$ cat config.mk
export PLATFORM = sky130hd
export DESIGN_NAME = plh_cmd_queue
export DESIGN_NICKNAME = d
export VERILOG_FILES = /design/src/rtl/plh_pkg.sv /design/src/rtl/plh_cmd_queue.sv
export SDC_FILE = /design/constraint.sdc
export NUM_CORES = 1
export LEC_CHECK = 0
export BUFFER_PORTS_ARGS = -buffer_cell sky130_fd_sc_hd__buf_4
export CORE_ASPECT_RATIO = 0.9
export CORE_MARGIN = 5
export CORE_UTILIZATION = 52
export DETAILED_ROUTE_END_ITERATION = 16
export PLACE_DENSITY_LB_ADDON = 0.05
export SLEW_MARGIN = 20
export SYNTH_ARGS = -nofsm -noshare
export SYNTH_HDL_FRONTEND = slang
export SYNTH_SLANG_ARGS = --single-unit
export TNS_END_PERCENT = 50
$ cat constraint.sdc
create_clock -name clock -period 3.55 [get_ports clock]
set_input_delay 0.355 -clock clock [delete_from_list [all_inputs] [get_ports clock]]
set_output_delay 0.355 -clock clock [all_outputs]
set_load 0.02 [all_outputs]
$ cat src/rtl/plh_pkg.sv
`default_nettype none

package plh_pkg;

   localparam int ROWS         = 6;
   localparam int LETTERS      = 26;
   localparam int COUNT_BITS   = 40;

   localparam int OP_BITS      = 1;
   localparam int LETTER_BITS  = 5;
   localparam int WEIGHT_BITS  = 24;
   localparam int ROW_BITS     = 3;

   localparam int ADDR_BITS    = $clog2(LETTERS);
   localparam int ROW_IDX_BITS = $clog2(ROWS);
   localparam int LAST_POS     = ROWS - 2;
   localparam int POS_BITS     = $clog2(LAST_POS + 1);

   localparam int CMD_DEPTH    = 4;
   localparam int CMD_PTR_BITS = $clog2(CMD_DEPTH);
   localparam int CMD_CNT_BITS = $clog2(CMD_DEPTH + 1);

   localparam int RSP_DEPTH    = 2;
   localparam int RSP_PTR_BITS = $clog2(RSP_DEPTH);
   localparam int RSP_CNT_BITS = $clog2(RSP_DEPTH + 1);

   localparam logic [OP_BITS-1:0] OP_ADD  = 1'b0;
   localparam logic [OP_BITS-1:0] OP_DUMP = 1'b1;

   typedef struct packed {
      logic                    is_dump;
      logic [ADDR_BITS-1:0]    letter;
      logic [WEIGHT_BITS-1:0]  weight;
      logic [ROWS-1:0]         rows;     // banks to bump on an add
      logic [ROW_IDX_BITS-1:0] row;      // row to dump
   } cmd_type;

   typedef struct packed {
      logic [LETTER_BITS-1:0] letter;
      logic [COUNT_BITS-1:0]  count;
      logic [COUNT_BITS-1:0]  total;
      logic                   last;
   } rsp_type;

   function automatic logic [COUNT_BITS-1:0] sat_add(input logic [COUNT_BITS-1:0]  acc,
                                                     input logic [WEIGHT_BITS-1:0] w);
      logic [COUNT_BITS:0] sum;
      sum = {1'b0, acc} + (COUNT_BITS + 1)'(w);
      return sum[COUNT_BITS] ? {COUNT_BITS{1'b1}} : sum[COUNT_BITS-1:0];
   endfunction

endpackage

`default_nettype wire

$ cat src/rtl/plh_cmd_queue.sv
`default_nettype none

module plh_cmd_queue (
   input  wire logic             clock,
   input  wire logic             reset,
   input  wire logic             push,
   input  wire plh_pkg::cmd_type wr_cmd,
   output      logic             full,
   output      logic             valid,
   output      plh_pkg::cmd_type head,
   input  wire logic             pop
);

   plh_pkg::cmd_type                  entry_ff [plh_pkg::CMD_DEPTH];
   logic [plh_pkg::CMD_PTR_BITS-1:0]  wr_ptr_ff, wr_ptr_in;
   logic [plh_pkg::CMD_PTR_BITS-1:0]  rd_ptr_ff, rd_ptr_in;
   logic [plh_pkg::CMD_CNT_BITS-1:0]  count_ff, count_in;
   logic                              do_push;
   logic                              do_pop;

   assign full    = (count_ff == plh_pkg::CMD_CNT_BITS'(plh_pkg::CMD_DEPTH));
   assign valid   = (count_ff != '0);
   assign head    = entry_ff[rd_ptr_ff];
   assign do_push = push && !full;
   assign do_pop  = pop && valid;

   always_comb begin
      wr_ptr_in = do_push ? wr_ptr_ff + 1'b1 : wr_ptr_ff;
      rd_ptr_in = do_pop  ? rd_ptr_ff + 1'b1 : rd_ptr_ff;
      count_in  = count_ff;
      if (do_push && !do_pop) begin
         count_in = count_ff + 1'b1;
      end else if (do_pop && !do_push) begin
         count_in = count_ff - 1'b1;
      end
   end

   always_ff @(posedge clock) begin
      if (reset) begin
         wr_ptr_ff <= '0;
         rd_ptr_ff <= '0;
         count_ff  <= '0;
      end else begin
         wr_ptr_ff <= wr_ptr_in;
         rd_ptr_ff <= rd_ptr_in;
         count_ff  <= count_in;
      end
   end

   always_ff @(posedge clock) begin
      if (do_push) begin
         entry_ff[wr_ptr_ff] <= wr_cmd;
      end
   end

endmodule

`default_nettype wire

==> flow_summary.toml, run 1 <==
[outcome]
status = "complete, no violations"

[setup_path]
required_ns = 3.19
arrival_ns = 2.13
critPathKind = "reg -> out"
cp_max_fo = 39
timing.rr.start = "count_ff[0]"
end_kind = "primary output"
crit_path_start_kind = "flop"

[drt]
vias = 2782
drtPass1Iterations = 4
routed_wl_um = 10600
viasPerCell = 5.36
drtAntennaViolNets = 0
post-route-drc-count = 0
wl_per_cell_um = 20.5
drt_iter0_markers = 166

[floorplanning]
rows = 37
core_area_sq_um = 11400
dieArea_sq_um = 14000
start_util = 0.532
die-height_um = 113
die_x_um = 124
io-pin-count = 84

[timing]
setup_violations = 0
slew_viol_final = 0
fin_crit_sh = 0.701
finalClockSkew_ns = 0.00808
fmax_mhz = 402
setup_tns_ns = 0
tightest_slew_ns = 1.10
max_slew_margin = 0.270
hold_violations = 0
min_period_ns = 2.49
setup_ws_ns = 1.06
rsz0062_at_grt = "no"

[clock_tree]
cts_resized = 0
numClockSinks = 165
cts_tree = "done"
holdBufCountCts = 0
cts.clk_slew.worst_paths_ns = 0.06
cts_buffers = 17
cts_setup_buffers = 0
htree_levels = 4
clk_latency_ns = 0.41
cts_root_buffer = "clkbuf_16"
cts_buffer_depth = 2

[place]
place_worst_setup_slack_ns = 1.32
io_buffers = 83
dp_hpwl_um = 6450
gp_congestion = 0.761

[final_layout]
diodes = 0
final_common_cell = "edfxtp_1"
syn2layout_area_growth_pct = 23.5
mostFrequentLayoutCells = "156 x edfxtp_1, 89 x buf_4, 39 x mux4_2, 17 x clkbuf_16, 7 x dfxtp_1"
fin_nets = 399
drive_above_1_share = 0.455

[hold_path]
hp-start = "wr_cmd[5]"
min_path_type = "in -> reg"

[synthesis]
synth_top_area_frac = 0.770
yosys_warnings = 0
yosys.area_share.xor_xnor = 0.00576
synth_compound_area_frac = 0.00597
synthMuxAreaShare = 0.148
synth_top_family_by_area = "multiplexers"
avgSynthCellArea_sq_um = 24.2
yosys.area_share.adder = 0.0136
postSynthCellCount = 251
yosysSeqAreaShare = 0.800
yosys-top-cells-area = "edfxtp_1 77%, mux4_2 14%, dfxtp_1 3.0%, ha_1 1.0%, xor2_1 0.58%"
ys_types = 21
synth_nets = 300
synth_area_leader_cell = "edfxtp_1"
syn_area_sq_um = 6080
synth-simple-area-share = 0.0150
synth.ff_latch_count = 165

[grt]
antenna_found_initial = 0
first_global_vias = 3059
grt_pass1_wl_um = 16500
grt_overflow = 0
grt_start_max_net_pins = 40
track_usage = 0.162

[power_and_ir_drop]
p_leak_nw = 2.58
powerDensity_nw_per_um2 = 766
vdd_drop_max_uv = 401

[job]
maxCapViolCount = 0
## critical path, cell delays in order, from the launching register on
cell and delay (ns):
dfxtp_4 0.90, mux4_2 0.63, buf_4 0.18
## kinds of logic after synthesis
family / after synthesis
adders and majority gates: 6
DFF: 165
buffers and inverters: 13
AOI/OAI and AO/OA: 6
and+or+nand+nor: 16
xor gates and xnor gates: 4
muxes: 41
## metrics by stage
step,power [mW],cell area (sq um),hold WS [ns],util,cells
after floorplan,3.41,6080,0.454,-,251
after global placement,3.93,6900,0.498,0.603,487
after detailed placement,3.94,6900,0.511,0.603,487
after CTS,5.82,7510,0.123,0.657,519
after global routing,6.00,7510,0.121,0.657,519
final,5.75,7510,0.141,0.657,519
## synthesized netlist by cell type (all sizes together)
library cell and n:
o21ai 2, and2 4, nor2 6, mux2i 2, buf 6, mux4 39, dfxtp 9, nand2b 2
xor2 4, a21oi 2, nor3b 1, ha 5, o31ai 1, inv 4, fa 1, edfxtp 156
o311ai 1, clkbuf 3, or3 3
## layout make-up
| cell class | instances | area, sq um |
|---|---|---|
| flip-flops and latches | 165 | 4870 |
| repair buffers | 89 | 668 |
| well taps | 156 | 195 |
| clock buffers | 18 | 429 |
| clock inverters | 14 | 185 |
| multi-input cells | 73 | 1150 |
| fillers | 778 | 3920 |
| inverters | 4 | 15.0 |
## state kept, by name, indices dropped and copies added (netlist names), named ones only
name,flops
count_ff,3
rd_ptr_ff,2
entry_ff,156
wr_ptr_ff,2
## routing by layer
| metal | part of all wire | wire length (um) | global-route usage |
|---|---|---|---|
| met5 | 0 | 0 | 0 |
| met4 | 0.011 | 121 | 0.0547 |
| met3 | 0.068 | 720 | 0.0554 |
| met2 | 0.50 | 5350 | 0.262 |
| met1 | 0.42 | 4430 | 0.206 |
## path summary, 6_finish.rpt
check / to / slack [ns] / depth (start not counted)
hold reg to reg: wr_ptr_ff[1] / 0.52 / 2
setup / recovery: head[38] / 1.06 / 2
hold / removal: entry_ff[3][5] / 0.14 / 1
setup reg to reg: count_ff[2] / 1.36 / 8
## power breakdown
| group | internal (mW) | switching, mW |
|---|---|---|
| sequential | 2.35 | 0.216 |
| combinational | 0.685 | 0.619 |
| clock | 1.17 | 0.713 |
| total | 4.20 | 1.55 |
(Power assumes the default switching activity.)
==> run 2: changes to the inputs <==
ABC_AREA = 1   (was not set)
clock period = 2.3 ns   (was 3.55 ns; I/O delays follow)
==> run 2 against run 1 <==
Worst setup slack lost 0.90 ns; routed wire length grew 21%; combinational power grew 89%; global-route usage grew 2.5 points; synthesized cell count grew 78%; sequential power grew 48%; clock skew shrank 0.00058 ns; total power grew 56%; critical path depth grew 3; non-clock buffer count grew 27.
==> flow_summary.toml, run 2 <==
[outcome]
status = "complete, no violations"

[drt]
drt_iter0_markers = 290
drtAntennaViolNets = 0
post-route-drc-count = 0
viasPerCell = 5.31
drtPass1Iterations = 4
wl_per_cell_um = 17.6
vias = 3879
routed_wl_um = 12900

[synthesis]
syn_area_sq_um = 6270
synth_edf_count = 156
ys_types = 22
synth_area_leader_cell = "edfxtp_1"
postSynthCellCount = 447
synth.ff_latch_count = 165
synth_most_common_cell = "edfxtp_1"
yosys_most_used_dff = "edfxtp_1"
synth_top_area_frac = 0.747
yosysSeqAreaShare = 0.776
yosys-top-cells-area = "edfxtp_1 75%, o21ai_0 6.1%, nor2_1 5.5%, o22ai_1 3.9%, dfxtp_1 2.9%"
avgSynthCellArea_sq_um = 14.0
synth_nets = 496
ys_async_sr_fraction = 0
yosys_warnings = 0
yosys-top-cells-count = "156 x edfxtp_1, 92 x nor2_1, 77 x o21ai_0"

[timing]
setup_tns_ns = 0
holdWs_ns = 0.0119
fmax_mhz = 468
max_slew_margin = 0.642
hold_violations = 0
min_period_ns = 2.14
fin_crit_sh = 0.929
rsz0062_at_grt = "no"
setup_violations = 0
slew_viol_final = 0
tightest_slew_ns = 0.537
finalClockSkew_ns = 0.00750
setup_ws_ns = 0.164

[setup_path]
path_cells = "clkinv_2, buf_4, o21ai_0, o22ai_1, buf_4"
arrival_ns = 1.91
path_buf_inv = 3
required_ns = 2.07
slowest_stage = "clkinv_2"
slowest_delay_ns = 0.40
critPathKind = "reg -> out"
cp_max_fo = 32
end_kind = "primary output"
crit_path_start_kind = "flop"
path_common_cell = "buf_4"
crit_family = "buffers and inverters"

[final_layout]
syn2layout_area_growth_pct = 25.2
diodes = 0
mostFrequentLayoutCells = "156 x edfxtp_1, 95 x buf_4, 88 x nor2_1, 77 x o21ai_0, 39 x o22ai_1"
final_common_cell = "edfxtp_1"
largest_register_ffs = 156
fin_area_sq_um = 7850
drive_above_1_share = 0.226
fin_nets = 606
top_register = "entry_ff"
top_regs = "entry_ff x156, count_ff x3"

[clock_tree]
cts_root_buffer = "clkbuf_16"
cts_buffer_depth = 2
numClockSinks = 165
cts_buffers = 17
clk_latency_ns = 0.42
cts.clk_slew.worst_paths_ns = 0.06
htree_levels = 4
cts_tree = "done"
cts_setup_buffers = 0

[power_and_ir_drop]
p_total_mw = 8.97
powerDensity_nw_per_um2 = 1140
p_leak_nw = 2.84
vdd_drop_max_uv = 932

[hold_path]
min_path_type = "in -> reg"

[floorplanning]
io-pin-count = 84
die-height_um = 114
start_util = 0.525
core_area_sq_um = 11900
dieArea_sq_um = 14400
die_x_um = 126
rows = 38

[grt]
antenna_found_initial = 0
grt_pass1_wl_um = 20300
grt_overflow = 0
track_usage = 0.187
first_global_vias = 3852
grt_start_max_net_pins = 79

[place]
place_area_sq_um = 7090
gp_congestion = 0.770
dp_hpwl_um = 7490
io_buffers = 83
place_worst_setup_slack_ns = 0.440

[job]
maxCapViolCount = 0
-- run 2: through the flow --
stage / util / std cells
6_report: 0.658 / 730
2_1_floorplan: - / 447
5_1_grt: 0.658 / 730
4_1_cts: 0.655 / 727
3_5_place_dp: 0.594 / 679
3_3_place_gp: 0.594 / 679
-- run 2: logic make-up after synthesis --
| group | count (synthesis) | synth area share |
|---|---|---|
| buffers and inverters | 42 | 0.0369 |
| and+or+nand+nor | 112 | 0.0684 |
| xor gates and xnor gates | 1 | 0.00140 |
| adders and majority gates | 6 | 0.0132 |
| DFF | 165 | 0.776 |
| AOI/OAI and AO/OA | 121 | 0.104 |
-- run 2: path summary, 6_finish.rpt --
path                startpoint             end  slack (ns)  depth (start not counted)
setup reg to reg   count_ff[1]     count_ff[2]        0.41                         13
hold reg to reg   rd_ptr_ff[0]    rd_ptr_ff[0]        0.51                          2
setup / recovery          flop         head[0]        0.16                          5
hold / removal       wr_cmd[2]  entry_ff[0][2]        0.01                          1
-- run 2: layer usage --
layer  track usage  vias to the layer above  wire (um)
met2         0.323                       87       6730
met3        0.0583                        8        714
li1              -                     1860          -
met4        0.0615                        0         99
met5             0                        -          0
met1         0.227                     1924       5340
-- run 2: area by class of cell --
cell class,count,area (sq um)
Sequential cell,165,4870
Clock inverter,15,144
Multi-Input combinational cell,240,1200
Clock buffer,17,425
Timing Repair Buffer,116,943
Inverter,17,70.1
Fill cell,877,4080
Tap cell,160,200
-- run 2: repair_timing --
action                                  4_1_cts  5_1_grt
endpoints found under the setup margin        1        1
endpoints found under the hold margin        62       11
hold buffers                                 16        3
resized for setup                             1        1
-- run 2: report_power, final --
group          internal (mW)  switching, mW
registers               3.65          0.127
clock network           1.67           1.06
logic                  0.902           1.55
==> run 3: changes to the inputs <==
CORE_ASPECT_RATIO = 1.25   (was 0.9)
==> run 3 against run 2 <==
Register-to-register slack better by 0.04 ns; worst setup slack improved by 0.042 ns; clock power is 6% lower; final cell count is 1.6% lower; final area shrank 2.3%; combinational power barely moved; flip-flop and latch count is the same; worst hold slack gained 0.0041 ns; die area hardly changed; utilization decreased by 0.39 points; total power down 1.8%; non-clock buffer count decreased by 13; critical endpoint is now head[9]; highest routed layer unchanged.
==> flow_summary.toml, run 3 (synthesis gave the netlist of run 2 again) <==
[drt]
routed_wl_um = 12600
wl_per_cell_um = 17.5
viasPerCell = 5.30
post-route-drc-count = 0
drt_iter0_markers = 235
vias = 3805
drtAntennaViolNets = 0
drtPass1Iterations = 4

[grt]
grt_start_max_net_pins = 79
antenna_found_initial = 0
grt_overflow = 0
first_global_vias = 3788
track_usage = 0.183
grt_pass1_wl_um = 19900

[final_layout]
fin_nets = 593
syn2layout_area_growth_pct = 22.3
largest_register_ffs = 156
instances_no_fill = 718
top_register = "entry_ff"
final_common_cell = "edfxtp_1"
nFillCells = 862
top_regs = "entry_ff x156, count_ff x3"
drive_above_1_share = 0.246
multi_input_area_sq_um = 1200
mostFrequentLayoutCells = "156 x edfxtp_1, 100 x buf_4, 88 x nor2_1, 77 x o21ai_0, 39 x o22ai_1"
final-seq-area_sq_um = 4870
diodes = 0

[timing]
setup_violations = 0
rsz0062_at_grt = "no"
slew_viol_final = 0
tightest_slew_ns = 0.444
max_slew_margin = 0.704
fmax_mhz = 478
finalClockSkew_ns = 0.00948
fin_crit_sh = 0.910
hold_violations = 0
setup_tns_ns = 0
min_period_ns = 2.09

[clock_tree]
clk_latency_ns = 0.41
cts_buffers = 17
cts_tree = "done"
cts.clk_slew.worst_paths_ns = 0.06
htree_levels = 4
cts_resized = 0
holdBufCountCts = 1
cts_root_buffer = "clkbuf_16"
cts_setup_buffers = 0
numClockSinks = 165
cts_buffer_depth = 2

[floorplanning]
die-height_um = 133
io-pin-count = 84
core_area_sq_um = 11700
rows = 44
start_util = 0.535
dieArea_sq_um = 14400
die_x_um = 108

[setup_path]
critPathKind = "reg -> out"
arrival_ns = 1.86
required_ns = 2.07
path_cells = "inv_4, buf_4, o21ai_0, o22ai_1, buf_4"
slowest_delay_ns = 0.35
path_common_cell = "buf_4"
slowest_stage = "dfxtp_2"
end_kind = "primary output"
cp_max_fo = 36
crit_path_start_kind = "flop"

[power_and_ir_drop]
p_total_mw = 8.80
p_leak_nw = 2.76
powerDensity_nw_per_um2 = 1150
vdd_drop_max_uv = 753

[outcome]
status = "complete, no violations"

[hold_path]
min_path_type = "in -> reg"

[job]
maxCapViolCount = 0

[place]
dp_cells = 684
io_buffers = 83
gp_congestion = 0.770
dp_hpwl_um = 7550
==> run 3: changes by cell type in the layout (fill, tap and decap cells not counted), sizes merged <==
cell | before | now
dlygate4sd3 | 19 | 2
clkinv | 12 | 7
buf | 97 | 101
clkinvlp | 1 | 5
bufinv | 3 | 1
inv | 16 | 18
clkbuf | 17 | 18
==> run 3: final cells by class <==
| class | instances | area share |
|---|---|---|
| Multi-Input combinational cell | 240 | 0.157 |
| Clock inverter | 14 | 0.0147 |
| Sequential cell | 165 | 0.634 |
| Clock buffer | 18 | 0.0559 |
| Tap cell | 161 | 0.0263 |
| Timing Repair Buffer | 103 | 0.103 |
| Inverter | 17 | 0.00864 |
==> run 3: critical path: cells and delay by family, from the launching register on <==
kind | cells | cell delay (ns)
AO/OA/AOI/OAI | 2 | 0.31
buffers and inverters | 3 | 0.78
flip-flops | 1 | 0.35
==> run 3: path summary, 6_finish.rpt <==
path	from	endpoint	slack, ns	cells after the start
max	flop	head[9]	0.21	5
min	wr_cmd[1]	entry_ff[1][1]	0.02	1
max reg2reg	count_ff[0]	count_ff[2]	0.45	13
min reg2reg	rd_ptr_ff[0]	rd_ptr_ff[0]	0.50	2
==> run 3: report_power, final <==
| part | internal [mW] | total (mW) | switching, mW |
|---|---|---|---|
| logic | 0.905 | 2.48 | 1.58 |
| registers | 3.65 | 3.76 | 0.102 |
| clock network | 1.47 | 2.57 | 1.09 |
| total | 6.03 | 8.80 | 2.77 |
==> run 3: routing by layer <==
metal / vias up / wire length (um) / global-route usage
met5: - / 0 / 0
met1: 1855 / 5340 / 0.239
met2: 108 / 6390 / 0.300
li1: 1838 / - / -
met4: 0 / 76 / 0.0618
met3: 4 / 759 / 0.0473
==> run 3: stage by stage <==
stage | utilization | instance area [sq um] | setup WS [ns] | hold slack [ns]
finish | 0.654 | 7670 | 0.206 | 0.0160
global route | 0.654 | 7670 | 0.0220 | 0.000239
CTS | 0.653 | 7660 | 0.143 | 0.00122
detailed placement | 0.606 | 7110 | 0.452 | 0.428
global placement | 0.606 | 7110 | 0.523 | 0.430
floorplan | - | 6270 | -0.439 | 0.299
