$ cat src/rtl/plh_pkg.sv
`default_nettype none

package plh_pkg;

   localparam int ROWS         = 6;
   localparam int LETTERS      = 26;
   localparam int COUNT_BITS   = 40;

   localparam int OP_BITS      = 1;
   localparam int LETTER_BITS  = 5;
   localparam int WEIGHT_BITS  = 24;
   localparam int ROW_BITS     = 3;

   localparam int ADDR_BITS    = $clog2(LETTERS);
   localparam int ROW_IDX_BITS = $clog2(ROWS);
   localparam int LAST_POS     = ROWS - 2;
   localparam int POS_BITS     = $clog2(LAST_POS + 1);

   localparam int CMD_DEPTH    = 4;
   localparam int CMD_PTR_BITS = $clog2(CMD_DEPTH);
   localparam int CMD_CNT_BITS = $clog2(CMD_DEPTH + 1);

   localparam int RSP_DEPTH    = 2;
   localparam int RSP_PTR_BITS = $clog2(RSP_DEPTH);
   localparam int RSP_CNT_BITS = $clog2(RSP_DEPTH + 1);

   localparam logic [OP_BITS-1:0] OP_ADD  = 1'b0;
   localparam logic [OP_BITS-1:0] OP_DUMP = 1'b1;

   typedef struct packed {
      logic                    is_dump;
      logic [ADDR_BITS-1:0]    letter;
      logic [WEIGHT_BITS-1:0]  weight;
      logic [ROWS-1:0]         rows;     // banks to bump on an add
      logic [ROW_IDX_BITS-1:0] row;      // row to dump
   } cmd_type;

   typedef struct packed {
      logic [LETTER_BITS-1:0] letter;
      logic [COUNT_BITS-1:0]  count;
      logic [COUNT_BITS-1:0]  total;
      logic                   last;
   } rsp_type;

   function automatic logic [COUNT_BITS-1:0] sat_add(input logic [COUNT_BITS-1:0]  acc,
                                                     input logic [WEIGHT_BITS-1:0] w);
      logic [COUNT_BITS:0] sum;
      sum = {1'b0, acc} + (COUNT_BITS + 1)'(w);
      return sum[COUNT_BITS] ? {COUNT_BITS{1'b1}} : sum[COUNT_BITS-1:0];
   endfunction

endpackage

`default_nettype wire

$ cat src/rtl/plh_front.sv
`default_nettype none

module plh_front (
   input  wire logic                             clock,
   input  wire logic                             reset,
   input  wire logic                             accept,
   input  wire logic [plh_pkg::OP_BITS-1:0]      operation,
   input  wire logic [plh_pkg::LETTER_BITS-1:0]  letter,
   input  wire logic [plh_pkg::WEIGHT_BITS-1:0]  weight,
   input  wire logic                             end_of_word,
   input  wire logic [plh_pkg::ROW_BITS-1:0]     row_select,
   output      logic                             cmd_push,
   output      plh_pkg::cmd_type                 cmd
);

   logic [plh_pkg::POS_BITS-1:0] pos_ff, pos_in;
   logic                         is_add;
   logic                         letter_ok;
   logic                         row_ok;

   assign is_add    = (operation == plh_pkg::OP_ADD);
   assign letter_ok = (letter < plh_pkg::LETTER_BITS'(plh_pkg::LETTERS));
   assign row_ok    = (row_select < plh_pkg::ROW_BITS'(plh_pkg::ROWS));

   always_comb begin
      cmd.is_dump = !is_add;
      cmd.letter  = letter[plh_pkg::ADDR_BITS-1:0];
      cmd.weight  = weight;
      cmd.row     = row_select[plh_pkg::ROW_IDX_BITS-1:0];
      cmd.rows    = '0;
      cmd.rows[0] = 1'b1;
      for (int r = 1; r < plh_pkg::ROWS - 1; r++) begin
         cmd.rows[r] = (pos_ff == plh_pkg::POS_BITS'(r - 1));
      end
      cmd.rows[plh_pkg::ROWS-1] = end_of_word;
   end

   // bad letters still move the word position but queue nothing; dumps of rows past the last queue nothing
   assign cmd_push = accept && (is_add ? letter_ok : row_ok);

   always_comb begin
      pos_in = pos_ff;
      if (accept && is_add) begin
         if (end_of_word) begin
            pos_in = '0;
         end else if (pos_ff < plh_pkg::POS_BITS'(plh_pkg::LAST_POS)) begin
            pos_in = pos_ff + 1'b1;
         end
      end
   end

   always_ff @(posedge clock) begin
      if (reset) begin
         pos_ff <= '0;
      end else begin
         pos_ff <= pos_in;
      end
   end

endmodule

`default_nettype wire

$ cat config.mk
export PLATFORM = sky130hd
export DESIGN_NAME = plh_front
export DESIGN_NICKNAME = d
export VERILOG_FILES = /design/src/rtl/plh_pkg.sv /design/src/rtl/plh_front.sv
export SDC_FILE = /design/constraint.sdc
export NUM_CORES = 1
export LEC_CHECK = 0
export BUFFER_PORTS_ARGS = -buffer_cell sky130_fd_sc_hd__buf_4
export CAP_MARGIN = 20
export CORE_ASPECT_RATIO = 0.9
export CORE_MARGIN = 2
export CORE_UTILIZATION = 31
export DETAILED_ROUTE_END_ITERATION = 12
export GPL_TIMING_DRIVEN = 0
export HOLD_SLACK_MARGIN = 0.05
export PLACE_DENSITY = 0.83
export SYNTH_ARGS = -nofsm -noshare
export SYNTH_HDL_FRONTEND = slang
export SYNTH_SLANG_ARGS = --single-unit
$ cat constraint.sdc
create_clock -name clock -period 2.07 [get_ports clock]
set_input_delay 0.414 -clock clock [delete_from_list [all_inputs] [get_ports clock]]
set_output_delay 0.414 -clock clock [all_outputs]
set_load 0.005 [all_outputs]
==> results of run 1 <==
[stage by stage]
stage	setup slack (ns)	instances	utilization	hold WS [ns]	power, µW
global route	0.437	142	0.579	0.355	325
CTS	0.460	142	0.579	0.342	314
global placement	0.613	138	0.563	0.501	202
finish	0.497	142	0.579	0.353	306
floorplan	0.779	65	-	0.476	127
detailed placement	0.626	138	0.563	0.505	205
[cell families after synthesis]
group           after synthesis  synth area share
flops                         3             0.116
simple gates                 10             0.145
buf+inv                      39             0.535
compound gates                7            0.0771
other cells                   1           0.00722
fa+ha+maj                     5             0.120
[power groups by stage]
| stage | clock network (µW) | logic (µW) | registers (µW) |
|---|---|---|---|
| 3_3_place_gp | 0 | 141 | 61.5 |
| 6_report | 104 | 141 | 60.7 |
| 5_1_grt | 112 | 152 | 60.7 |
| 2_1_floorplan | 0 | 66.0 | 61.2 |
| 3_5_place_dp | 0 | 143 | 61.8 |
| 4_1_cts | 110 | 143 | 60.9 |
[synthesized netlist by cell type]
master                      number  share of area
sky130_fd_sc_hd__dfxtp_1         3           0.12
sky130_fd_sc_hd__nand2b_4        1          0.026
sky130_fd_sc_hd__a31oi_1         1          0.012
sky130_fd_sc_hd__nor2b_1         4          0.048
sky130_fd_sc_hd__conb_1          1         0.0072
sky130_fd_sc_hd__or4b_1          1          0.019
sky130_fd_sc_hd__or4_1           1          0.014
sky130_fd_sc_hd__ha_1            5           0.12
sky130_fd_sc_hd__buf_4          35           0.51
sky130_fd_sc_hd__inv_1           4          0.029
sky130_fd_sc_hd__nand3_1         1         0.0096
sky130_fd_sc_hd__a21oi_1         2          0.019
sky130_fd_sc_hd__o21ai_0         3          0.029
sky130_fd_sc_hd__and2_1          1          0.012
sky130_fd_sc_hd__o2111ai_1       1          0.017
sky130_fd_sc_hd__and3_2          1          0.014
[worst reg2reg max path, delay by kind of cell (launching register included)]
kind	cells	cell delay, ns
buffers and inverters	1	0.08
flip-flops	1	0.40
adder cells (fa/ha/maj)	1	0.29
AND/OR/NAND/NOR	1	0.43
AO/OA/AOI/OAI	1	0.14
[metal layers]
layer,global-route usage,vias up,part of all wire
li1,-,279,-
met1,0.113,232,0.36
met2,0.178,38,0.50
met3,0.0213,2,0.12
met4,0.0667,0,0.012
met5,0,-,0
[worst paths after layout]
check	from	end	slack, ns	depth (start not counted)
max	pos_ff[0]	cmd[4]	0.50	4
max reg2reg	pos_ff[0]	pos_ff[1]	0.67	4
min	reset	pos_ff[1]	0.35	2
min reg2reg	pos_ff[1]	pos_ff[1]	0.51	2
[cell type report]
class	instances	area, µm²	area share
Clock buffer	4	26.3	0.0279
Tap cell	24	30.0	0.0318
Inverter	4	15.0	0.0159
Sequential cell	3	60.1	0.0637
Buffer	35	263	0.279
Timing Repair Buffer	49	368	0.390
Multi-Input combinational cell	23	181	0.192
==> impl_metrics.env, run 1 <==
export IMPL_boundaryPins=77
export IMPL_drt_total_wl_um=1130
export IMPL_yosys_cell_types_count=16
export IMPL_p_sw_frac=0.233
export IMPL_run_status="completed"
export IMPL_die_h_um=42.8
export IMPL_skew_ns=0.000602
export IMPL_crit_type="reg -> out"
export IMPL_ant_nets=0
export IMPL_post_cts_hold_buffer_count=0
export IMPL_post_route_setup_tns_ns=0
export IMPL_placed_area_um2=917
export IMPL_vias_in_the_first_global_route=448
export IMPL_finalWorstPathRequiredPeriod_ns=1.57
export IMPL_layout_cells_most_common="sky130_fd_sc_hd__buf_4"
export IMPL_comb_power_share=0.461
export IMPL_cts_root_buffer="sky130_fd_sc_hd__clkbuf_4"
export IMPL_hpwlAfterDp_um=1030
export IMPL_largest_registers="pos_ff x3"
export IMPL_rsz0062_at_grt="false"
export IMPL_areaGrowthSynthToFinish_pct=81.7
export IMPL_pin_count_of_the_biggest_net_entering_global_routing=8
export IMPL_worst_setup_hold_path_clk_slew_ns=0.04
export IMPL_tritoncts="done"
export IMPL_period_utilisation_layout=0.760
export IMPL_num_nets_final=161
export IMPL_finalSetupViolations=0
export IMPL_antenna_cells=0
export IMPL_tritoncts_num_buffers=3
export IMPL_cts_repair_timing_setup_buffer_count=0
export IMPL_final_hold_viol_count=0
export IMPL_hold_path_class="in -> reg"
export IMPL_largest_register_ffs=3
export IMPL_post_synth_cell_area_avg_um2=7.99
export IMPL_gr_util_all_layers=0.105
export IMPL_synth_area_um2=519
export IMPL_final_fill_count=141
export IMPL_io_buffers=49
export IMPL_largest_register="pos_ff"
export IMPL_arrival_ns=1.16
export IMPL_power_leakage_uw=0.000530
export IMPL_synthesis_instances=65
export IMPL_die_w_um=47.1
export IMPL_critPathSlowestCell="sky130_fd_sc_hd__dfxtp_1"
export IMPL_via_count=551
export IMPL_die_area_mm2=0.00202
export IMPL_seq_power_share=0.198
export IMPL_grt_first_pass_wirelength_um=1570
export IMPL_post_cts_resized_instances=0
export IMPL_grt_overflow_total=0
export IMPL_critical_path_top_delay_family="flip-flops"
export IMPL_initial_drc_count=0
export IMPL_clock_power_share=0.340
export IMPL_crit_required_ns=1.66
export IMPL_core_region_area_mm2=0.00163
export IMPL_clk_path_buf_depth=2
export IMPL_final_design_area_no_fill_um2=943
export IMPL_sequential_to_total_area_share_from_yosys_stat=0.116
export IMPL_synth_nets=107
export IMPL_cp_start_kind="register"
export IMPL_critPathMaxFanout=5
export IMPL_worstPathBufferInverterCount=2
export IMPL_p_int_uw=235
export IMPL_drt_pre_antenna_iters=1
export IMPL_synth_seq_cells=3
export IMPL_maxSlewViolCount=0
export IMPL_final_layout_size_suffix_gt1_frac=0.754
export IMPL_routabilityCongestion=0.686
export IMPL_drv_cap=0
export IMPL_yosys_warnings=0
export IMPL_initial_utilization=0.319
export IMPL_via_per_inst=3.88
export IMPL_ratio_of_total_power_to_cell_area_mw_per_mm2=325
export IMPL_post_route_drc_count=0
export IMPL_switchingPower_uw=71.2
export IMPL_highest_cell_delay_on_the_worst_timing_path_ns=0.40
export IMPL_antenna_found_initial=0
export IMPL_timing_critical_path_to_type="output pin"
export IMPL_worstSkewPairLatency_ns=0.23
export IMPL_cts_htree_levels=1
export IMPL_layout_cells_most_common_list="84 x sky130_fd_sc_hd__buf_4, 5 x sky130_fd_sc_hd__ha_1, 4 x sky130_fd_sc_hd__inv_1, 4 x sky130_fd_sc_hd__nor2b_1"
export IMPL_placementRows=14
export IMPL_power_ir_vdd_worst_uv=157
export IMPL_wl_per_cell_um=7.96
export IMPL_path_cells="inv_1 > ha_1 > nor2b_1 > buf_4"
export IMPL_max_clock_freq_ghz=0.636
export IMPL_tritoncts_num_sinks=3
Power figures use the tool's default switching activity.
==> inputs of run 2 (changes only) <==
--- a/config.mk
+++ b/config.mk
@@ -9,11 +9,11 @@
 export CAP_MARGIN = 20
 export CORE_ASPECT_RATIO = 0.9
 export CORE_MARGIN = 2
-export CORE_UTILIZATION = 31
+export CORE_UTILIZATION = 26
 export DETAILED_ROUTE_END_ITERATION = 12
 export GPL_TIMING_DRIVEN = 0
 export HOLD_SLACK_MARGIN = 0.05
-export PLACE_DENSITY = 0.83
+export PLACE_DENSITY = 0.74
 export SYNTH_ARGS = -nofsm -noshare
 export SYNTH_HDL_FRONTEND = slang
 export SYNTH_SLANG_ARGS = --single-unit
==> constraint.sdc (replaced) <==
create_clock -name clock -period 1.3 [get_ports clock]
set_input_delay 0.26 -clock clock [delete_from_list [all_inputs] [get_ports clock]]
set_output_delay 0.26 -clock clock [all_outputs]
set_load 0.005 [all_outputs]
==> run 2 against run 1 <==
  * The run now ends with negative setup slack left
  * Register-to-register slack worse by 0.72 ns
  * Wire length up 19%
  * Utilization down 7.0 points
  * Critical endpoint is now pos_ff[1]
==> impl_metrics.env, run 2 (synthesis gave the netlist of run 1 again) <==
export IMPL_grt_util_met2=0.174
export IMPL_power_ir_vdd_worst_uv=213
export IMPL_crit_type="reg -> reg"
export IMPL_ant_nets=0
export IMPL_hold_path_class="in -> reg"
export IMPL_path_cells="inv_2 > ha_2 > or4b_4 > a21oi_2"
export IMPL_largest_register_ffs=3
export IMPL_final_cell_count_no_fill=143
export IMPL_comb_power_share=0.459
export IMPL_holdWs_ns=0.192
export IMPL_ratio_of_total_power_to_cell_area_mw_per_mm2=515
export IMPL_tritoncts="done"
export IMPL_grt_overflow_total=0
export IMPL_timing_critical_path_to_type="register"
export IMPL_failed_checks="negative setup slack"
export IMPL_wl_per_cell_um=9.41
export IMPL_tritoncts_num_sinks=3
export IMPL_p_int_uw=375
export IMPL_skew_ns=0.00381
export IMPL_initial_utilization=0.274
export IMPL_drt_total_wl_um=1350
export IMPL_vias_in_the_first_global_route=433
export IMPL_period_utilisation_layout=1.04
export IMPL_cp_start_kind="register"
export IMPL_max_clock_freq_ghz=0.741
export IMPL_p_sw_frac=0.247
export IMPL_die_area_mm2=0.00237
export IMPL_die_w_um=51.1
export IMPL_clock_power_share=0.348
export IMPL_antenna_cells=0
export IMPL_tritoncts_num_buffers=3
export IMPL_p_total_uw=498
export IMPL_core_region_area_mm2=0.00190
export IMPL_die_h_um=46.4
export IMPL_post_route_drc_count=0
export IMPL_boundaryPins=77
export IMPL_critPathMaxFanout=4
export IMPL_crit_required_ns=1.47
export IMPL_gr_util_all_layers=0.109
export IMPL_grt_met1_usage=0.114
export IMPL_power_leakage_uw=0.000528
export IMPL_clk_path_buf_depth=2
export IMPL_reg2reg_from="pos_ff[1]"
export IMPL_post_cts_hold_buffer_count=0
export IMPL_drv_cap=0
export IMPL_via_count=564
export IMPL_layout_cells_most_common_list="84 x sky130_fd_sc_hd__buf_4, 4 x sky130_fd_sc_hd__nor2b_1, 3 x sky130_fd_sc_hd__o21ai_0, 3 x sky130_fd_sc_hd__ha_2, 3 x sky130_fd_sc_hd__clkbuf_4"
export IMPL_rsz0062_at_grt="true"
export IMPL_cts_htree_levels=1
export IMPL_highest_cell_delay_on_the_worst_timing_path_ns=0.45
export IMPL_cts_repair_timing_setup_buffer_count=0
export IMPL_largest_registers="pos_ff x3"
export IMPL_post_route_setup_tns_ns=-0.127
export IMPL_critical_path_top_delay_family="simple AND/OR/NAND/NOR gates"
export IMPL_final_layout_size_suffix_gt1_frac=0.839
export IMPL_dpl_worst_slack_ns=-0.0903
export IMPL_initial_drc_count=0
export IMPL_dp_cells=139
export IMPL_io_buffers=49
export IMPL_cts_root_buffer="sky130_fd_sc_hd__clkbuf_4"
export IMPL_finalSetupViolations=5
export IMPL_routabilityCongestion=0.620
export IMPL_antenna_found_initial=0
export IMPL_critical_path_startpoint="pos_ff[1]"
export IMPL_largest_register="pos_ff"
export IMPL_run_status="finished, violations left"
export IMPL_placementRows=15
export IMPL_seq_power_share=0.193
export IMPL_worst_setup_hold_path_clk_slew_ns=0.04
export IMPL_grt_first_pass_wirelength_um=1810
export IMPL_pin_count_of_the_biggest_net_entering_global_routing=8
export IMPL_worstPathBufferInverterCount=1
export IMPL_critPathSlowestCell="sky130_fd_sc_hd__or4b_4"
export IMPL_drt_pre_antenna_iters=1
export IMPL_maxSlewViolCount=0
export IMPL_arrival_ns=1.52
export IMPL_finalWorstPathRequiredPeriod_ns=1.35
export IMPL_switchingPower_uw=123
export IMPL_groute_layer_met3_usage=0.0617
export IMPL_most_used_routing_layer="met2"
export IMPL_layout_setup_ws_ns=-0.0492
export IMPL_num_nets_final=161
export IMPL_worstSkewPairLatency_ns=0.24
export IMPL_areaGrowthSynthToFinish_pct=86.0
export IMPL_timing_hold_worst_start="reset"
export IMPL_layout_cells_most_common="sky130_fd_sc_hd__buf_4"
export IMPL_via_per_inst=3.94
export IMPL_hpwlAfterDp_um=1150
export IMPL_final_hold_viol_count=0
[run 2: cell type report]
| class | instances | area [µm²] |
|---|---|---|
| plain buffers | 35 | 263 |
| clock buffers | 4 | 26.3 |
| fillers | 196 | 930 |
| inverters | 4 | 15.0 |
| multi-input cells | 23 | 196 |
| flip-flops and latches | 3 | 66.3 |
| well taps | 25 | 31.3 |
| repair buffers | 49 | 368 |
[run 2: worst paths after layout]
check                                 end  slack [ns]  cells after the start
worst min-delay path            pos_ff[1]        0.19                      2
worst max register to register  pos_ff[1]       -0.05                      4
worst min register to register  pos_ff[0]        0.53                      2
worst max-delay path            pos_ff[1]       -0.05                      4
[run 2: stage by stage]
stage               instance area [µm²]   util
CTS                                 957  0.505
global placement                    918  0.484
global route                        966  0.510
finish                              966  0.510
detailed placement                  918  0.484
floorplan                           519      -
[run 2: metal layers]
layer | routed length [µm] | part of all wire | vias to the layer above
met5 | 0 | 0 | -
met4 | 14 | 0.010 | 0
met3 | 224 | 0.17 | 2
met2 | 685 | 0.51 | 48
met1 | 421 | 0.31 | 232
li1 | - | - | 282
[run 2: what timing repair did]
item                       CTS  global route
resized for setup            8             3
pin swaps                    1             0
setup endpoints to repair    5             5
[run 2: power groups by stage]
stage	Combinational, µW	Clock, µW	Sequential [µW]
4_1_cts	230	182	96.3
3_5_place_dp	229	0	98.3
6_report	229	173	96.1
3_3_place_gp	225	0	97.8
5_1_grt	248	191	96.4
2_1_floorplan	105	0	97.4
==> inputs of run 3 (changes only) <==
--- a/config.mk
+++ b/config.mk
@@ -8,12 +8,12 @@
 export BUFFER_PORTS_ARGS = -buffer_cell sky130_fd_sc_hd__buf_4
 export CAP_MARGIN = 20
 export CORE_ASPECT_RATIO = 0.9
-export CORE_MARGIN = 2
-export CORE_UTILIZATION = 26
+export CORE_MARGIN = 1.5
+export CORE_UTILIZATION = 31
 export DETAILED_ROUTE_END_ITERATION = 12
 export GPL_TIMING_DRIVEN = 0
 export HOLD_SLACK_MARGIN = 0.05
-export PLACE_DENSITY = 0.74
+export PLACE_DENSITY = 0.83
 export SYNTH_ARGS = -nofsm -noshare
 export SYNTH_HDL_FRONTEND = slang
 export SYNTH_SLANG_ARGS = --single-unit
==> constraint.sdc (replaced) <==
create_clock -name clock -period 1.6 [get_ports clock]
set_input_delay 0.32 -clock clock [delete_from_list [all_inputs] [get_ports clock]]
set_output_delay 0.32 -clock clock [all_outputs]
set_load 0.005 [all_outputs]
==> run 3 against run 2 <==
  * The run now ends clean
  * Clock power down 22%
  * Combinational power shrank 19%
  * Via count rose by 1.8%
  * Critical path type is now reg -> out
  * Largest cell class unchanged
  * Largest power group unchanged
==> impl_metrics.env, run 3 (synthesis gave the netlist of run 1 again) <==
export IMPL_max_clock_freq_ghz=0.682
export IMPL_finalWorstPathRequiredPeriod_ns=1.47
export IMPL_gr_util_all_layers=0.149
export IMPL_die_area_mm2=0.00193
export IMPL_final_layout_size_suffix_gt1_frac=0.754
export IMPL_wl_per_cell_um=10.1
export IMPL_die_h_um=41.8
export IMPL_maxSlewViolCount=0
export IMPL_antenna_cells=0
export IMPL_seq_power_share=0.196
export IMPL_cp_start_kind="register"
export IMPL_via_count=574
export IMPL_p_total_uw=400
export IMPL_layout_setup_ws_ns=0.134
export IMPL_drt_total_wl_um=1420
export IMPL_largest_register_ffs=3
export IMPL_power_ir_vdd_worst_uv=235
export IMPL_tritoncts_num_sinks=3
export IMPL_drv_cap=0
export IMPL_io_buffers=49
export IMPL_switchingPower_uw=95.9
export IMPL_p_int_uw=304
export IMPL_vias_in_the_first_global_route=517
export IMPL_tritoncts="done"
export IMPL_boundaryPins=77
export IMPL_ratio_of_total_power_to_cell_area_mw_per_mm2=425
export IMPL_worstSkewPairLatency_ns=0.23
export IMPL_maxUsedRoutingLayer="met4"
export IMPL_post_route_drc_count=0
export IMPL_arrival_ns=1.15
export IMPL_detailroute_wirelength_met2_um=855
export IMPL_post_cts_resized_instances=0
export IMPL_cts_repair_timing_setup_buffer_count=0
export IMPL_regArea_um2=60.1
export IMPL_routabilityCongestion=0.723
export IMPL_grt_overflow_total=0
export IMPL_route_layer_met1_wl_um=389
export IMPL_timing_critical_path_to_type="output pin"
export IMPL_initial_utilization=0.343
export IMPL_path_cells="inv_1 > ha_1 > nor2b_1 > buf_4"
export IMPL_cts_root_buffer="sky130_fd_sc_hd__clkbuf_4"
export IMPL_crit_required_ns=1.28
export IMPL_crit_type="reg -> out"
export IMPL_final_hold_viol_count=0
export IMPL_comb_power_share=0.465
export IMPL_clock_power_share=0.339
export IMPL_tritoncts_num_buffers=3
export IMPL_via_per_inst=4.10
export IMPL_die_w_um=46.1
export IMPL_finalSetupViolations=0
export IMPL_final_cell_count_no_fill=140
export IMPL_period_utilisation_layout=0.916
export IMPL_worst_setup_hold_path_clk_slew_ns=0.04
export IMPL_placementRows=13
export IMPL_critPathSlowestCell="sky130_fd_sc_hd__dfxtp_1"
export IMPL_hold_path_class="in -> reg"
export IMPL_skew_ns=0.00451
export IMPL_antenna_found_initial=0
export IMPL_multi_input_combinational_cell_area_um2=181
export IMPL_layout_cells_most_common="sky130_fd_sc_hd__buf_4"
export IMPL_highest_cell_delay_on_the_worst_timing_path_ns=0.39
export IMPL_final_design_area_no_fill_um2=941
export IMPL_layout_cells_most_common_list="84 x sky130_fd_sc_hd__buf_4, 5 x sky130_fd_sc_hd__ha_1, 4 x sky130_fd_sc_hd__inv_1, 4 x sky130_fd_sc_hd__nor2b_1"
export IMPL_areaGrowthSynthToFinish_pct=81.2
export IMPL_rsz0062_at_grt="false"
export IMPL_final_fill_count=144
export IMPL_run_status="completed"
export IMPL_grt_first_pass_wirelength_um=2070
export IMPL_largest_register="pos_ff"
export IMPL_ant_nets=0
export IMPL_dpl_worst_slack_ns=0.179
export IMPL_clk_path_buf_depth=2
export IMPL_critPathMaxFanout=5
export IMPL_pin_count_of_the_biggest_net_entering_global_routing=8
export IMPL_met3WireLength_um=162
export IMPL_largest_registers="pos_ff x3"
export IMPL_post_route_setup_tns_ns=0
export IMPL_power_leakage_uw=0.000530
export IMPL_num_nets_final=161
export IMPL_dp_cells=136
export IMPL_core_region_area_mm2=0.00151
export IMPL_cts_htree_levels=1
export IMPL_post_cts_hold_buffer_count=0
export IMPL_drt_pre_antenna_iters=4
export IMPL_placed_area_um2=915
export IMPL_initial_drc_count=4
export IMPL_p_sw_frac=0.240
## run 3: critical path, delay by kind of cell (launching register included)
kind | cells | cell delay [ns]
adder cells (fa/ha/maj) | 1 | 0.19
AND/OR/NAND/NOR | 1 | 0.12
buffers and inverters | 2 | 0.21
flip-flops | 1 | 0.39
## run 3: power groups by stage
stage               logic, µW  clock network [µW]  registers [µW]
floorplan                85.3                   0            79.1
global placement          183                   0            79.5
detailed placement        188                   0            79.7
CTS                       189                 141            78.5
global route              201                 152            78.7
finish                    186                 135            78.4
## run 3: metrics by stage
stage,hold slack [ns],utilization
2_1_floorplan,0.389,-
3_3_place_gp,0.498,0.605
3_5_place_dp,0.503,0.605
4_1_cts,0.252,0.622
5_1_grt,0.257,0.622
6_report,0.259,0.622
## run 3: per-layer routing
layer,vias up,GRT usage
met1,248,0.125
met5,-,0
met4,0,0.103
met2,47,0.286
li1,277,-
met3,2,0.0304
## run 3: path summary, 6_finish.rpt
| kind | start | to | slack, ns | cells past startpoint |
|---|---|---|---|---|
| max reg2reg | pos_ff[0] | pos_ff[1] | 0.20 | 4 |
| max | pos_ff[0] | cmd[4] | 0.13 | 4 |
| min | reset | pos_ff[1] | 0.26 | 2 |
| min reg2reg | pos_ff[1] | pos_ff[1] | 0.51 | 2 |
## run 3: layout make-up
class / instances / share of cell area
plain buffers: 35 / 0.279
clock buffers: 4 / 0.0279
inverters: 4 / 0.0160
multi-input cells: 23 / 0.193
flip-flops and latches: 3 / 0.0638
well taps: 22 / 0.0293
repair buffers: 49 / 0.391
